==> config.mk <==
export PLATFORM = sky130hd
export DESIGN_NAME = pulse_rate_estimator_top
export DESIGN_NICKNAME = d
export VERILOG_FILES = /design/src/design/pre_pkg.sv /design/src/design/pulse_rate_estimator_top.sv /design/src/design/pre_queue.sv /design/src/design/pre_front.sv /design/src/design/pre_back.sv
export SDC_FILE = /design/constraint.sdc
export NUM_CORES = 1
export LEC_CHECK = 0
export BUFFER_PORTS_ARGS = -buffer_cell sky130_fd_sc_hd__buf_2
export CAP_MARGIN = 20
export CORE_ASPECT_RATIO = 1.25
export CORE_UTILIZATION = 55
export CTS_CLUSTER_DIAMETER = 120
export DETAILED_ROUTE_END_ITERATION = 10
export PLACE_DENSITY = 0.75
export SLEW_MARGIN = 15
export SYNTH_ARGS = -nofsm -noshare
export SYNTH_HDL_FRONTEND = slang
export SYNTH_SLANG_ARGS = --single-unit
==> constraint.sdc <==
create_clock -name clk -period 3.7 [get_ports clk]
set_input_delay 0.185 -clock clk [delete_from_list [all_inputs] [get_ports clk]]
set_output_delay 0.185 -clock clk [all_outputs]
set_load 0.02 [all_outputs]
==> src/design/pre_pkg.sv <==
// Shared types and constants of the pulse rate estimator.
`timescale 1ns / 1ps
`default_nettype none
package pre_pkg;

  localparam int SAMPLE_W   = 12;
  localparam int TICK_W     = 16;
  localparam int DEN_W      = 20;
  localparam int NUM_W      = 28;
  localparam int BPM_W      = 16;
  localparam int CFG_IDX_W  = 2;
  localparam int CFG_DATA_W = 16;
  localparam int DIV_CNT_W  = 5;

  typedef logic [SAMPLE_W-1:0]  sample_t;
  typedef logic [TICK_W-1:0]    tick_t;
  typedef logic [DEN_W-1:0]     den_t;
  typedef logic [NUM_W-1:0]     num_t;
  typedef logic [BPM_W-1:0]     bpm_t;
  typedef logic [CFG_IDX_W-1:0] cfg_idx_t;
  typedef logic [DIV_CNT_W-1:0] div_cnt_t;

  localparam cfg_idx_t CFG_THRESHOLD    = 2'd0;
  localparam cfg_idx_t CFG_MIN_INTERVAL = 2'd1;
  localparam cfg_idx_t CFG_TICKS_PER_MIN = 2'd2;

  localparam tick_t    TICK_MAX      = '1;
  localparam bpm_t     BPM_MAX       = '1;
  localparam div_cnt_t DIV_LAST      = div_cnt_t'(NUM_W - 1);

  localparam sample_t RST_THRESHOLD    = 12'd2062;
  localparam tick_t   RST_MIN_INTERVAL = 16'd45;
  localparam tick_t   RST_TICKS_PER_MIN = 16'd6000;

  // Work item handed from the front end to the divider side.
  typedef struct packed {
    logic beat;
    den_t den;
  } q_entry_t;

  typedef struct packed {
    logic full;
    logic empty;
  } q_status_t;

  typedef enum logic [1:0] {
    BK_IDLE,
    BK_DIV,
    BK_DONE
  } back_state_t;

endpackage
`default_nettype wire

==> src/design/pulse_rate_estimator_top.sv <==
// Top level of the pulse rate estimator: configuration registers, front end, queue, divider.
`timescale 1ns / 1ps
`default_nettype none
// Each sample yields one transfer on the result channel: beat and the rate in unsigned
// Q8.8 bpm (zero when no beat). The front end takes a sample per cycle while the queue
// has room. A non-beat result goes from the queue into the output register; a beat is
// popped into the restoring divider, which produces one quotient bit per cycle, and its
// quotient is then loaded into the output register. Nothing is popped while a beat is in
// the divider; other samples go at one per cycle while out_stall is low. Configuration
// writes are always taken (cfg_ready is tied high); unknown register indexes are ignored.
module pulse_rate_estimator_top #(
  parameter int QUEUE_DEPTH = 2
) (
  input  wire                                clk,
  input  wire                                rst_n,
  input  wire                                in_valid,
  output logic                               in_stall,
  input  wire  [pre_pkg::SAMPLE_W-1:0]       in_sample,
  output logic                               out_valid,
  input  wire                                out_stall,
  output logic                               out_beat,
  output logic [pre_pkg::BPM_W-1:0]          out_bpm_q8,
  input  wire                                cfg_valid,
  output logic                               cfg_ready,
  input  wire  [pre_pkg::CFG_IDX_W-1:0]      cfg_index,
  input  wire  [pre_pkg::CFG_DATA_W-1:0]     cfg_data
);

  pre_pkg::sample_t threshold_r, threshold_nxt;
  pre_pkg::tick_t   min_interval_r, min_interval_nxt;
  pre_pkg::tick_t   tpm_r, tpm_nxt;

  logic               in_accept;
  logic               q_push;
  logic               q_pop;
  pre_pkg::q_entry_t  q_push_data;
  pre_pkg::q_entry_t  q_head;
  pre_pkg::q_status_t q_status;

  assign cfg_ready = 1'b1;

  always_comb begin
    threshold_nxt    = threshold_r;
    min_interval_nxt = min_interval_r;
    tpm_nxt          = tpm_r;
    if (cfg_valid && cfg_ready) begin
      unique case (cfg_index)
        pre_pkg::CFG_THRESHOLD:     threshold_nxt    = cfg_data[pre_pkg::SAMPLE_W-1:0];
        pre_pkg::CFG_MIN_INTERVAL:  min_interval_nxt = cfg_data[pre_pkg::TICK_W-1:0];
        pre_pkg::CFG_TICKS_PER_MIN: tpm_nxt          = cfg_data[pre_pkg::TICK_W-1:0];
        default: begin
        end
      endcase
    end
  end

  always_ff @(posedge clk) begin
    if (!rst_n) begin
      threshold_r    <= pre_pkg::RST_THRESHOLD;
      min_interval_r <= pre_pkg::RST_MIN_INTERVAL;
      tpm_r          <= pre_pkg::RST_TICKS_PER_MIN;
    end else begin
      threshold_r    <= threshold_nxt;
      min_interval_r <= min_interval_nxt;
      tpm_r          <= tpm_nxt;
    end
  end

  assign in_stall  = q_status.full;
  assign in_accept = in_valid && !in_stall;

  pre_front u_front (
    .clk          (clk),
    .rst_n        (rst_n),
    .accept       (in_accept),
    .sample       (in_sample),
    .threshold    (threshold_r),
    .min_interval (min_interval_r),
    .push         (q_push),
    .push_data    (q_push_data)
  );

  pre_queue #(
    .DEPTH (QUEUE_DEPTH)
  ) u_queue (
    .clk       (clk),
    .rst_n     (rst_n),
    .push      (q_push),
    .push_data (q_push_data),
    .pop       (q_pop),
    .head      (q_head),
    .status    (q_status)
  );

  pre_back u_back (
    .clk              (clk),
    .rst_n            (rst_n),
    .ticks_per_minute (tpm_r),
    .head             (q_head),
    .q_status         (q_status),
    .pop              (q_pop),
    .out_valid        (out_valid),
    .out_stall        (out_stall),
    .out_beat         (out_beat),
    .out_bpm_q8       (out_bpm_q8)
  );

  a_no_pop_empty: assert property (@(posedge clk) disable iff (!rst_n)
    q_pop |-> !q_status.empty)
    else $error("pop from empty queue");

  a_queue_status: assert property (@(posedge clk) disable iff (!rst_n)
    !(q_status.full && q_status.empty))
    else $error("queue both full and empty");

  a_nobeat_zero: assert property (@(posedge clk) disable iff (!rst_n)
    (out_valid && !out_beat) |-> (out_bpm_q8 == '0))
    else $error("nonzero rate without beat");

endmodule
`default_nettype wire

==> src/design/pre_queue.sv <==
// Small FIFO between the beat detector and the rate divider.
`timescale 1ns / 1ps
`default_nettype none
module pre_queue #(
  parameter int DEPTH = 2
) (
  input  wire                  clk,
  input  wire                  rst_n,
  input  wire                  push,
  input  pre_pkg::q_entry_t    push_data,
  input  wire                  pop,
  output pre_pkg::q_entry_t    head,
  output pre_pkg::q_status_t   status
);

  localparam int PTR_W = (DEPTH > 1) ? $clog2(DEPTH) : 1;
  localparam int CNT_W = $clog2(DEPTH + 1);
  localparam logic [PTR_W-1:0] PTR_LAST = PTR_W'(DEPTH - 1);
  localparam logic [CNT_W-1:0] CNT_FULL = CNT_W'(DEPTH);

  pre_pkg::q_entry_t entry_r [DEPTH];
  logic [PTR_W-1:0]  wr_ptr_r, wr_ptr_nxt;
  logic [PTR_W-1:0]  rd_ptr_r, rd_ptr_nxt;
  logic [CNT_W-1:0]  count_r, count_nxt;

  always_comb begin
    wr_ptr_nxt = wr_ptr_r;
    rd_ptr_nxt = rd_ptr_r;
    count_nxt  = count_r;
    if (push) begin
      wr_ptr_nxt = (wr_ptr_r == PTR_LAST) ? '0 : wr_ptr_r + 1'b1;
    end
    if (pop) begin
      rd_ptr_nxt = (rd_ptr_r == PTR_LAST) ? '0 : rd_ptr_r + 1'b1;
    end
    if (push && !pop) begin
      count_nxt = count_r + 1'b1;
    end else if (pop && !push) begin
      count_nxt = count_r - 1'b1;
    end
  end

  always_ff @(posedge clk) begin
    if (!rst_n) begin
      wr_ptr_r <= '0;
      rd_ptr_r <= '0;
      count_r  <= '0;
    end else begin
      wr_ptr_r <= wr_ptr_nxt;
      rd_ptr_r <= rd_ptr_nxt;
      count_r  <= count_nxt;
    end
  end

  always_ff @(posedge clk) begin
    if (push) begin
      entry_r[wr_ptr_r] <= push_data;
    end
  end

  assign head         = entry_r[rd_ptr_r];
  assign status.full  = (count_r == CNT_FULL);
  assign status.empty = (count_r == '0);

endmodule
`default_nettype wire

==> src/design/pre_front.sv <==
// Front end: takes samples, detects rising threshold crossings as beats, queues the divisor.
`timescale 1ns / 1ps
`default_nettype none
module pre_front (
  input  wire                 clk,
  input  wire                 rst_n,
  input  wire                 accept,
  input  pre_pkg::sample_t    sample,
  input  pre_pkg::sample_t    threshold,
  input  pre_pkg::tick_t      min_interval,
  output logic                push,
  output pre_pkg::q_entry_t   push_data
);

  pre_pkg::sample_t last_sample_r, last_sample_nxt;
  pre_pkg::tick_t   ticks_r, ticks_nxt;
  pre_pkg::tick_t   last_int_r, last_int_nxt;
  logic             beat;

  assign beat = (last_sample_r < threshold) && (sample >= threshold) &&
                (ticks_r > min_interval);

  // divisor = 6*interval + 4*previous interval
  assign push_data.beat = beat;
  assign push_data.den  = (pre_pkg::den_t'(ticks_r) << 2) +
                          (pre_pkg::den_t'(ticks_r) << 1) +
                          (pre_pkg::den_t'(last_int_r) << 2);
  assign push = accept;

  always_comb begin
    last_sample_nxt = last_sample_r;
    ticks_nxt       = ticks_r;
    last_int_nxt    = last_int_r;
    if (accept) begin
      last_sample_nxt = sample;
      if (beat) begin
        last_int_nxt = ticks_r;
        ticks_nxt    = pre_pkg::tick_t'(1);
      end else if (ticks_r != pre_pkg::TICK_MAX) begin
        ticks_nxt = ticks_r + 1'b1;
      end
    end
  end

  always_ff @(posedge clk) begin
    if (!rst_n) begin
      last_sample_r <= '0;
      ticks_r       <= '0;
      last_int_r    <= '0;
    end else begin
      last_sample_r <= last_sample_nxt;
      ticks_r       <= ticks_nxt;
      last_int_r    <= last_int_nxt;
    end
  end

endmodule
`default_nettype wire

==> src/design/pre_back.sv <==
// Back end: restoring divider for the Q8.8 rate and the registered result stage.
`timescale 1ns / 1ps
`default_nettype none
module pre_back (
  input  wire                 clk,
  input  wire                 rst_n,
  input  pre_pkg::tick_t      ticks_per_minute,
  input  pre_pkg::q_entry_t   head,
  input  pre_pkg::q_status_t  q_status,
  output logic                pop,
  output logic                out_valid,
  input  wire                 out_stall,
  output logic                out_beat,
  output pre_pkg::bpm_t       out_bpm_q8
);

  pre_pkg::back_state_t state_r, state_nxt;

  logic [pre_pkg::DEN_W:0] rem_r, rem_nxt;
  pre_pkg::num_t           num_r, num_nxt;
  pre_pkg::num_t           quo_r, quo_nxt;
  pre_pkg::den_t           den_r, den_nxt;
  pre_pkg::div_cnt_t       cnt_r, cnt_nxt;

  logic                    out_valid_r, out_valid_nxt;
  logic                    out_beat_r, out_beat_nxt;
  pre_pkg::bpm_t           out_bpm_r, out_bpm_nxt;

  logic                      out_free;
  logic                      div_start;
  logic                      out_load;
  logic [pre_pkg::DEN_W:0]   rem_sh;
  logic [pre_pkg::DEN_W+1:0] diff;
  logic                      ge;
  pre_pkg::num_t             num_init;
  pre_pkg::bpm_t             quo_sat;

  assign out_free = !out_valid_r || !out_stall;

  // ticks_per_minute * 2560
  assign num_init = (pre_pkg::num_t'(ticks_per_minute) << 11) +
                    (pre_pkg::num_t'(ticks_per_minute) << 9);

  assign rem_sh = {rem_r[pre_pkg::DEN_W-1:0], num_r[pre_pkg::NUM_W-1]};
  assign diff   = {1'b0, rem_sh} - {2'b00, den_r};
  assign ge     = !diff[pre_pkg::DEN_W+1];

  assign quo_sat = (|quo_r[pre_pkg::NUM_W-1:pre_pkg::BPM_W]) ? pre_pkg::BPM_MAX
                                                              : quo_r[pre_pkg::BPM_W-1:0];

  always_comb begin
    state_nxt = state_r;
    unique case (state_r)
      pre_pkg::BK_IDLE: begin
        if (!q_status.empty && out_free && head.beat) begin
          state_nxt = pre_pkg::BK_DIV;
        end
      end
      pre_pkg::BK_DIV: begin
        if (cnt_r == pre_pkg::DIV_LAST) begin
          state_nxt = pre_pkg::BK_DONE;
        end
      end
      pre_pkg::BK_DONE: begin
        if (out_free) begin
          state_nxt = pre_pkg::BK_IDLE;
        end
      end
      default: state_nxt = pre_pkg::BK_IDLE;
    endcase
  end

  always_comb begin
    pop          = 1'b0;
    div_start    = 1'b0;
    out_load     = 1'b0;
    out_beat_nxt = 1'b0;
    out_bpm_nxt  = '0;
    unique case (state_r)
      pre_pkg::BK_IDLE: begin
        pop       = !q_status.empty && out_free;
        div_start = pop && head.beat;
        out_load  = pop && !head.beat;
      end
      pre_pkg::BK_DIV: begin
      end
      pre_pkg::BK_DONE: begin
        out_load     = out_free;
        out_beat_nxt = 1'b1;
        out_bpm_nxt  = quo_sat;
      end
      default: begin
      end
    endcase
  end

  always_comb begin
    rem_nxt = rem_r;
    num_nxt = num_r;
    quo_nxt = quo_r;
    den_nxt = den_r;
    cnt_nxt = cnt_r;
    if (div_start) begin
      rem_nxt = '0;
      num_nxt = num_init;
      quo_nxt = '0;
      den_nxt = head.den;
      cnt_nxt = '0;
    end else if (state_r == pre_pkg::BK_DIV) begin
      rem_nxt = ge ? diff[pre_pkg::DEN_W:0] : rem_sh;
      num_nxt = num_r << 1;
      quo_nxt = {quo_r[pre_pkg::NUM_W-2:0], ge};
      cnt_nxt = cnt_r + 1'b1;
    end
  end

  always_comb begin
    out_valid_nxt = out_valid_r;
    if (out_load) begin
      out_valid_nxt = 1'b1;
    end else if (!out_stall) begin
      out_valid_nxt = 1'b0;
    end
  end

  always_ff @(posedge clk) begin
    if (!rst_n) begin
      state_r     <= pre_pkg::BK_IDLE;
      out_valid_r <= 1'b0;
    end else begin
      state_r     <= state_nxt;
      out_valid_r <= out_valid_nxt;
    end
  end

  always_ff @(posedge clk) begin
    rem_r <= rem_nxt;
    num_r <= num_nxt;
    quo_r <= quo_nxt;
    den_r <= den_nxt;
    cnt_r <= cnt_nxt;
    if (out_load) begin
      out_beat_r <= out_beat_nxt;
      out_bpm_r  <= out_bpm_nxt;
    end
  end

  assign out_valid  = out_valid_r;
  assign out_beat   = out_beat_r;
  assign out_bpm_q8 = out_bpm_r;

endmodule
`default_nettype wire
==> results of run 1 <==
how the worst min path moves through the flow:
stage | end | startpoint | slack (ns) | cells after the start
final | u_front.last_sample_r[11] | rst_n | 0.13 | 2
after global routing | u_back.out_valid | out_stall | 0.14 | 3
after CTS | u_front.last_sample_r[11] | rst_n | 0.12 | 2
after detailed placement | tpm_r[12] | cfg_data[12] | 0.42 | 3
after global placement | tpm_r[12] | cfg_data[12] | 0.42 | 3
after floorplan | tpm_r[4] | cfg_data[4] | 0.31 | 2
worst register-to-register path: cells and delay by family (launching register included):
family	cells	cell delay [ns]
DFF	1	0.34
buffers and inverters	2	0.24
adders and majority gates	3	0.71
and+or+nand+nor	3	0.48
AOI/OAI and AO/OA	6	1.20
xor gates and xnor gates	2	0.30
final cells by class:
class	count	share of cell area, %
tap	288	2.41
clock buffer	31	4.67
timing repair buffer	111	5.15
inverter	77	1.93
sequential	244	39.0
multi-input combinational	998	45.9
clock inverter	15	0.886
sequential cells by signal (all words and copies together), names as in the netlist, 5 cells and up, named ones only:
name                   flops
u_queue.entry_r           40
u_back.quo_r              28
u_back.rem_r              20
u_back.den_r              19
u_back.num_r              19
min_interval_r            16
tpm_r                     16
u_back.out_bpm_q8         16
u_front.last_int_r        16
u_front.ticks_r           16
threshold_r               12
u_front.last_sample_r     12
u_back.cnt_r               5
cells by family (layout without fill, tap and decap cells):
| kind of cell | Yosys count | in the layout | synth area share [%] |
|---|---|---|---|
| flops | 244 | 244 | 44.4 |
| buf+inv | 133 | 234 | 4.15 |
| simple gates | 439 | 439 | 15.4 |
| xor+xnor | 54 | 54 | 3.60 |
| fa+ha+maj | 112 | 112 | 10.9 |
| mux | 60 | 60 | 4.78 |
| compound gates | 332 | 332 | 16.7 |
| other cells | 1 | 1 | 0.0285 |
layout by cell type (no fill, tap or decap), drive strengths merged, types with 3 or more instances in the layout:
master       instances
clkinv               6
nand2              226
inv                 81
nor4                 3
a31oi                9
buf                 83
o211ai              11
a21boi              47
or2                  5
and2                11
o2111ai              3
nand4b               5
nand2b              14
o21a                32
o31a                 5
nor2                51
fa                   4
a21o                24
nor3                13
edfxtp              95
nand4               11
xor2                24
xnor2               30
mux2                22
a311oi               3
dfxtp              149
clkbuf              31
o22ai                4
clkinvlp             4
a211oi               7
and3                 9
dlygate4sd3         28
or3                  6
ha                 108
o31ai               10
mux2i               38
o21ai              104
nor2b               30
nand3               45
a21oi               59
timing repair:
action / in CTS / in global routing
hold buffers: 28 / 0
setup buffers: 0 / 3
pin swaps: 0 / 9
endpoints found under the hold margin: 56 / 0
gates resized for setup: 1 / 19
endpoints found under the setup margin: 4 / 12
per-stage QoR:
step,hold WS (ns),utilization [%],worst slack [ns],setup TNS (ns)
after floorplan,0.309,-,0.0483,0
after global placement,0.419,59.1,0.00799,0
after detailed placement,0.424,59.2,-0.0149,-0.0298
after CTS,0.119,64.0,0.0216,0
after global routing,0.137,64.5,-0.0374,-0.222
final,0.130,64.5,0.179,0
metal layers:
metal | vias to the layer above | track usage, % | part of all wire, %
met1 | 4656 | 25.9 | 42
met4 | 0 | 9.66 | 3.3
met3 | 68 | 2.93 | 3.9
met2 | 214 | 40.5 | 51
li1 | 5028 | - | -
met5 | - | 0 | 0
power breakdown:
group          switching [mW]  internal [mW]
Clock                    1.10           1.43
Sequential              0.294           3.51
Combinational            1.80           1.14
==> metrics, run 1 <==
Layout Cells excl Fill 1764; Layout Nets about 1600; first-pass GRT wire length 44800 um; Die ar. 24500 um^2; crit path max fanout 4; upper clock frequency limit 0.284 GHz; CP max stage delay 0.34 ns; Area contributors post-synth dfxtp_1 (23%), edfxtp_1 (22%), ha_1 (10%); GPL Wtd Cong roughly 0.88; core area 23200 um^2; CTS tree built; Placed Instances 1687; P_leak 6.36 nW; Antenna Cells 0; IO buf count 53; CP arrival between 3 and 4 ns; layout cells sized above 1 between 10% and 20%; Slew headroom 31.2%; area post-placement 13700 um^2; largest net degree at the start of global routing 62; HPWL Detailed roughly 19000 um; initial drt markers approximately 630; critical path type reg -> reg; Yosys cell types between 70 and 80; synthesized flop and latch total 244; final hold vios 0; number of antenna violations at the first check in global routing 0; post-layout min period between 3 and 4 ns; Worst-Skew Late Latency 0.54 ns; cells along the critical path ha_1 > inv_1 > fa_2 > nor2b_4 > o31a_1 > buf_4 > o221a_4 > o31ai_4 > nand2b_1 > a21oi_2 > xnor2_1 > ha_1 > or2_2 > a21oi_2 > o31ai_1 > xnor2_1; crit start category flip-flop; Area Growth Syn to Fin 13.9%; boundary pin count 55; RR Endpoint u_queue.entry_r[0][18]; First-pass DRT Iterations 6; Root Buffer clkbuf_16; Syn. warnings 0; Worst EP required 3.97 ns; post-route ant nets 0; Async SR Flop Fraction 0%; Worst Hold Class in -> reg; Longest Clk Path Bufs 3; total stage count of the critical path 16; top cells by instance count after synthesis nand2_1 (226), dfxtp_1 (149), ha_1 (108), edfxtp_1 (95), inv_1 (76); aggregate global routing overflow 0; cell with the most instances after synthesis nand2_1; CP startpoint u_front.ticks_r[1]; CTS sink cnt 244; number of synthesized flops with an enable pin 95; Reg2Reg Setup Slack 0.18 ns; maximum capacitance violations 0; Gate Count Post-Synth approximately 1400; final WL 26900 um; period utilisation layout 95.2%; cell area after layout 15000 um^2; DR vias/cell 5.65; Main synth FF type dfxtp_1; FF-to-FF Start u_front.ticks_r[1]; syn nets around 1500; crit-path leading delay family compound AO/OA/AOI/OAI gates; Yosys top cell by area dfxtp_1; row count 62; Final Power a little over 9 mW; FILL cells 1783; DRC viols 0; Synth Cell Area 13100 um^2; Worst Skew 0.0190 ns; Post-Syn Area per Cell 9.56 um^2; area of the multi-input gates between 6000 and 7000 um^2; power per cell area 621 nW/um^2; nature of the critical path endpoint flip-flop; CTS buffer count 25; Peak VDD IR between 0.3 and 0.4 mV; worst slew pin tran just over 1 ns; status finished, final reports clean; die width 140 um; effective utilization at floorplan a little under three fifths; clock-pin slew on the worst setup and hold paths 0.06 ns; Die Height approximately 170 um; vias in the first global route 9736; max-slew violation total from the final report 0; gr usage total between 20% and 30%; Wirelength per Cell 15.3 um; DR vias 9966; slowest CP cell dfxtp_2; top-area cell type share of the netlist area 22.7%; H-tree levels 1; sequential element share of the synthesized area 44.4%; register area around 6000 um^2; Final setup viols 0; WP buf/inv 2; crit path to u_queue.entry_r[0][18]; R2R cell count 16
Note: power is estimated with default switching activity, not from simulation.
==> run 2, diff against run 1 <==
--- a/config.mk
+++ b/config.mk
@@ -15,4 +15,5 @@
 export SLEW_MARGIN = 15
 export SYNTH_ARGS = -nofsm -noshare
 export SYNTH_HDL_FRONTEND = slang
+export SYNTH_HIERARCHICAL = 1
 export SYNTH_SLANG_ARGS = --single-unit
==> run 2 against run 1 <==
Register-to-register slack better by 0.32 ns. Clock power is 2% higher. Combinational power is 2% lower. Critical endpoint is now u_queue/entry_r[0][15]. Critical path type unchanged. Fmax is 10% higher.
==> metrics, run 2 <==
Async SR Flop Fraction 0% (unchanged); CTS tree built; RSZ-0062 raised after global routing false; crit path max fanout 7 (+3); cell area after layout 15100 um^2 (+1.0%); Yosys cell types 87 (+18%); gr usage total 22.2% (-0.042 points); top-area cell type share of the netlist area 21.9% (-0.78 points); total stage count of the critical path 9 (-7); first-pass GRT wire length 45700 um (+1.9%); status finished, final reports clean; DRC viols 0 (unchanged); Yosys top cell by area dfxtp_1; number of synthesized flops with an enable pin 98 (+3.2%); final hold vios 0 (unchanged); max-slew violation total from the final report 0 (unchanged); total setup buffers inserted after CTS 0 (unchanged); P_leak 6.40 nW (+0.56%); Die ar. 25400 um^2 (+3.5%); CP startpoint u_front/ticks_r[2]; effective utilization at floorplan 55.7% (-0.93 points); Syn. warnings 6 (+6); H-tree levels 1 (unchanged); Wirelength per Cell 15.8 um (+3.8%); Setup TNS 0 ns (unchanged); period utilisation layout 86.5% (-8.7 points); row count 64 (+3.2%); Worst-Skew Late Latency 0.53 ns (about the same); Root Buffer clkbuf_16; aggregate global routing overflow 0 (unchanged); cells along the critical path fa_1 > ha_1 > fa_1 > a21o_1 > a21o_1 > a21oi_1 > o21ai_0 > o41ai_1 > xnor2_1; RR Endpoint u_queue/entry_r[0][15]; Area contributors post-synth dfxtp_1 (22%), edfxtp_1 (22%), ha_1 (9.7%); leading cell type in the layout, fill and taps excluded nand2_1; sequential element share of the synthesized area 43.5% (-0.87 points); crit start category flip-flop; number of antenna violations at the first check in global routing 0 (unchanged); GPL Wtd Cong 0.877 (-0.49%); core area 24400 um^2 (+5.3%); vias in the first global route 9534 (-2.1%); power per cell area 613 nW/um^2 (-1.2%); most frequent cells in the layout nand2_1 (165), dfxtp_1 (149), ha_1 (106); worst slew pin tran 1.11 ns (+0.0745 ns); Antenna Cells 0 (unchanged); layout cells sized above 1 11.7% (-1.1 points); Worst Skew 0.0202 ns (+0.00120 ns); Worst EP required 3.95 ns (-0.02 ns); final hold slack 0.0517 ns (-0.0778 ns); Die Height 178 um (+1.8%); Synth Cell Area 13600 um^2 (+3.6%); slowest CP cell dfxtp_1; Slew headroom 25.9% (-5.3 points); boundary pin count 55 (unchanged); synthesized flop and latch total 247 (+1.2%); CP arrival 3.45 ns (-0.34 ns); Layout Nets 1546 (-3.6%); Final setup viols 0 (unchanged); DR vias 9862 (-1.0%); crit-path leading delay family adder cells; DR vias/cell 5.68 (+0.55%); Main synth FF type dfxtp_1; Reg2Reg Setup Slack 0.50 ns (+0.32 ns); maximum capacitance violations 0 (unchanged); upper clock frequency limit 0.312 GHz (+10%); Util after Layout 61.9% (-2.6 points); Post-Syn Area per Cell 10.2 um^2 (+6.7%); post-layout min period 3.20 ns (-0.321 ns); IO buf count 53 (unchanged); Worst Hold Class in -> reg; cell with the most instances after synthesis nand2_1; FF-to-FF Start u_front/ticks_r[2]; initial drt markers 586 (-6.2%); Area Growth Syn to Fin 11.1%; Gate Count Post-Synth 1335 (-2.9%); CTS sink cnt 247 (+1.2%); syn nets 1494 (-1.8%); clock-pin slew on the worst setup and hold paths 0.07 ns (about the same); final WL 27500 um (+2.2%); critical path type reg -> reg; First-pass DRT Iterations 5 (-1); area post-placement 14000 um^2 (+1.8%); Longest Clk Path Bufs 3 (unchanged); number of flip-flops under the largest register name 42 (+5.0%); R2R cell count 9 (-7); Top Registers u_queue/entry_r x42, u_back/quo_r x28; largest net degree at the start of global routing 85 (+37%); die width 143 um (+1.7%); Peak VDD IR 0.368 mV (+13%); crit path to u_queue/entry_r[0][15]; top cells by instance count after synthesis nand2_1 (165), dfxtp_1 (149), ha_1 (106), edfxtp_1 (98), inv_1 (74); post-route ant nets 0 (unchanged); CTS buffer count 25 (unchanged); WP buf/inv 0 (-2); CP max stage delay 0.53 ns (+0.19 ns); HPWL Detailed 19000 um (-0.20%); Most flops, register u_queue/entry_r; nature of the critical path endpoint flip-flop
==> run 2: cell count changes in the layout (fill, tap and decap cells not counted), sizes merged, moves of 14 or more <==
cell,before,now
nand2,226,165
a21boi,47,3
fa,4,18
mux2i,38,56
nand4,11,30
o31ai,10,24
o21ai,104,75
buf,83,69
==> run 2: cell type report <==
class / instances / area [um^2]
Clock inverter: 13 / 156
Clock buffer: 33 / 687
Tap cell: 330 / 413
Inverter: 74 / 278
Timing Repair Buffer: 96 / 676
Multi-Input combinational cell: 943 / 6980
Fill cell: 1953 / 9300
Sequential cell: 247 / 5930
==> run 2: worst register-to-register path, cell delays in order (launching register included) <==
cell,delay [ns]
dfxtp_1,0.53
fa_1,0.50
ha_1,0.26
fa_1,0.40
a21o_1,0.19
a21o_1,0.19
a21oi_1,0.25
o21ai_0,0.16
o41ai_1,0.33
xnor2_1,0.12
==> run 2: cells by family after synthesis <==
family / after synthesis / synth area share (%)
AND/OR/NAND/NOR: 385 / 14.0
AO/OA/AOI/OAI: 298 / 15.2
flip-flops: 247 / 43.5
buffers and inverters: 145 / 5.28
adder cells (fa/ha/maj): 124 / 12.4
multiplexers: 78 / 5.94
XOR/XNOR: 56 / 3.60
other: 2 / 0.0552
==> run 2: metrics by stage <==
step                      worst slack (ns)  std cells  power, mW
after global placement               0.554       1662       6.61
final                                0.500       1736       9.27
after detailed placement             0.492       1662       6.69
after CTS                            0.484       1735       9.31
after global routing                 0.341       1736       9.80
after floorplan                      0.780       1335       6.05
==> run 2: worst min-delay path by stage <==
stage | startpoint | to | slack, ns | cells past startpoint
finish | cfg_data[4] | tpm_r[4] | 0.05 | 3
global route | cfg_data[4] | threshold_r[4] | 0.04 | 3
CTS | cfg_data[4] | threshold_r[4] | 0.02 | 3
detailed placement | in_sample[5] | u_front/last_sample_r[5] | 0.45 | 3
global placement | in_sample[7] | u_front/last_sample_r[7] | 0.44 | 3
floorplan | rst_n | u_queue/wr_ptr_r | 0.30 | 1
==> run 2: metal layers <==
layer	global-route usage, %	part of all wire (%)	vias to the layer above
met2	40.9	51	223
met5	0	0	-
met4	7.93	2.9	0
met3	2.40	3.4	64
li1	-	-	4926
met1	26.3	43	4649
==> run 2: power breakdown <==
group | switching [mW] | internal (mW) | total (mW)
Sequential | 0.286 | 3.52 | 3.80
Combinational | 1.82 | 1.06 | 2.88
Clock | 1.06 | 1.53 | 2.59
==> run 2: repair_timing <==
| item | in CTS | in global routing |
|---|---|---|
| endpoints found under the hold margin | 42 | 0 |
| resized for setup | 0 | 0 |
| hold buffers | 27 | 0 |
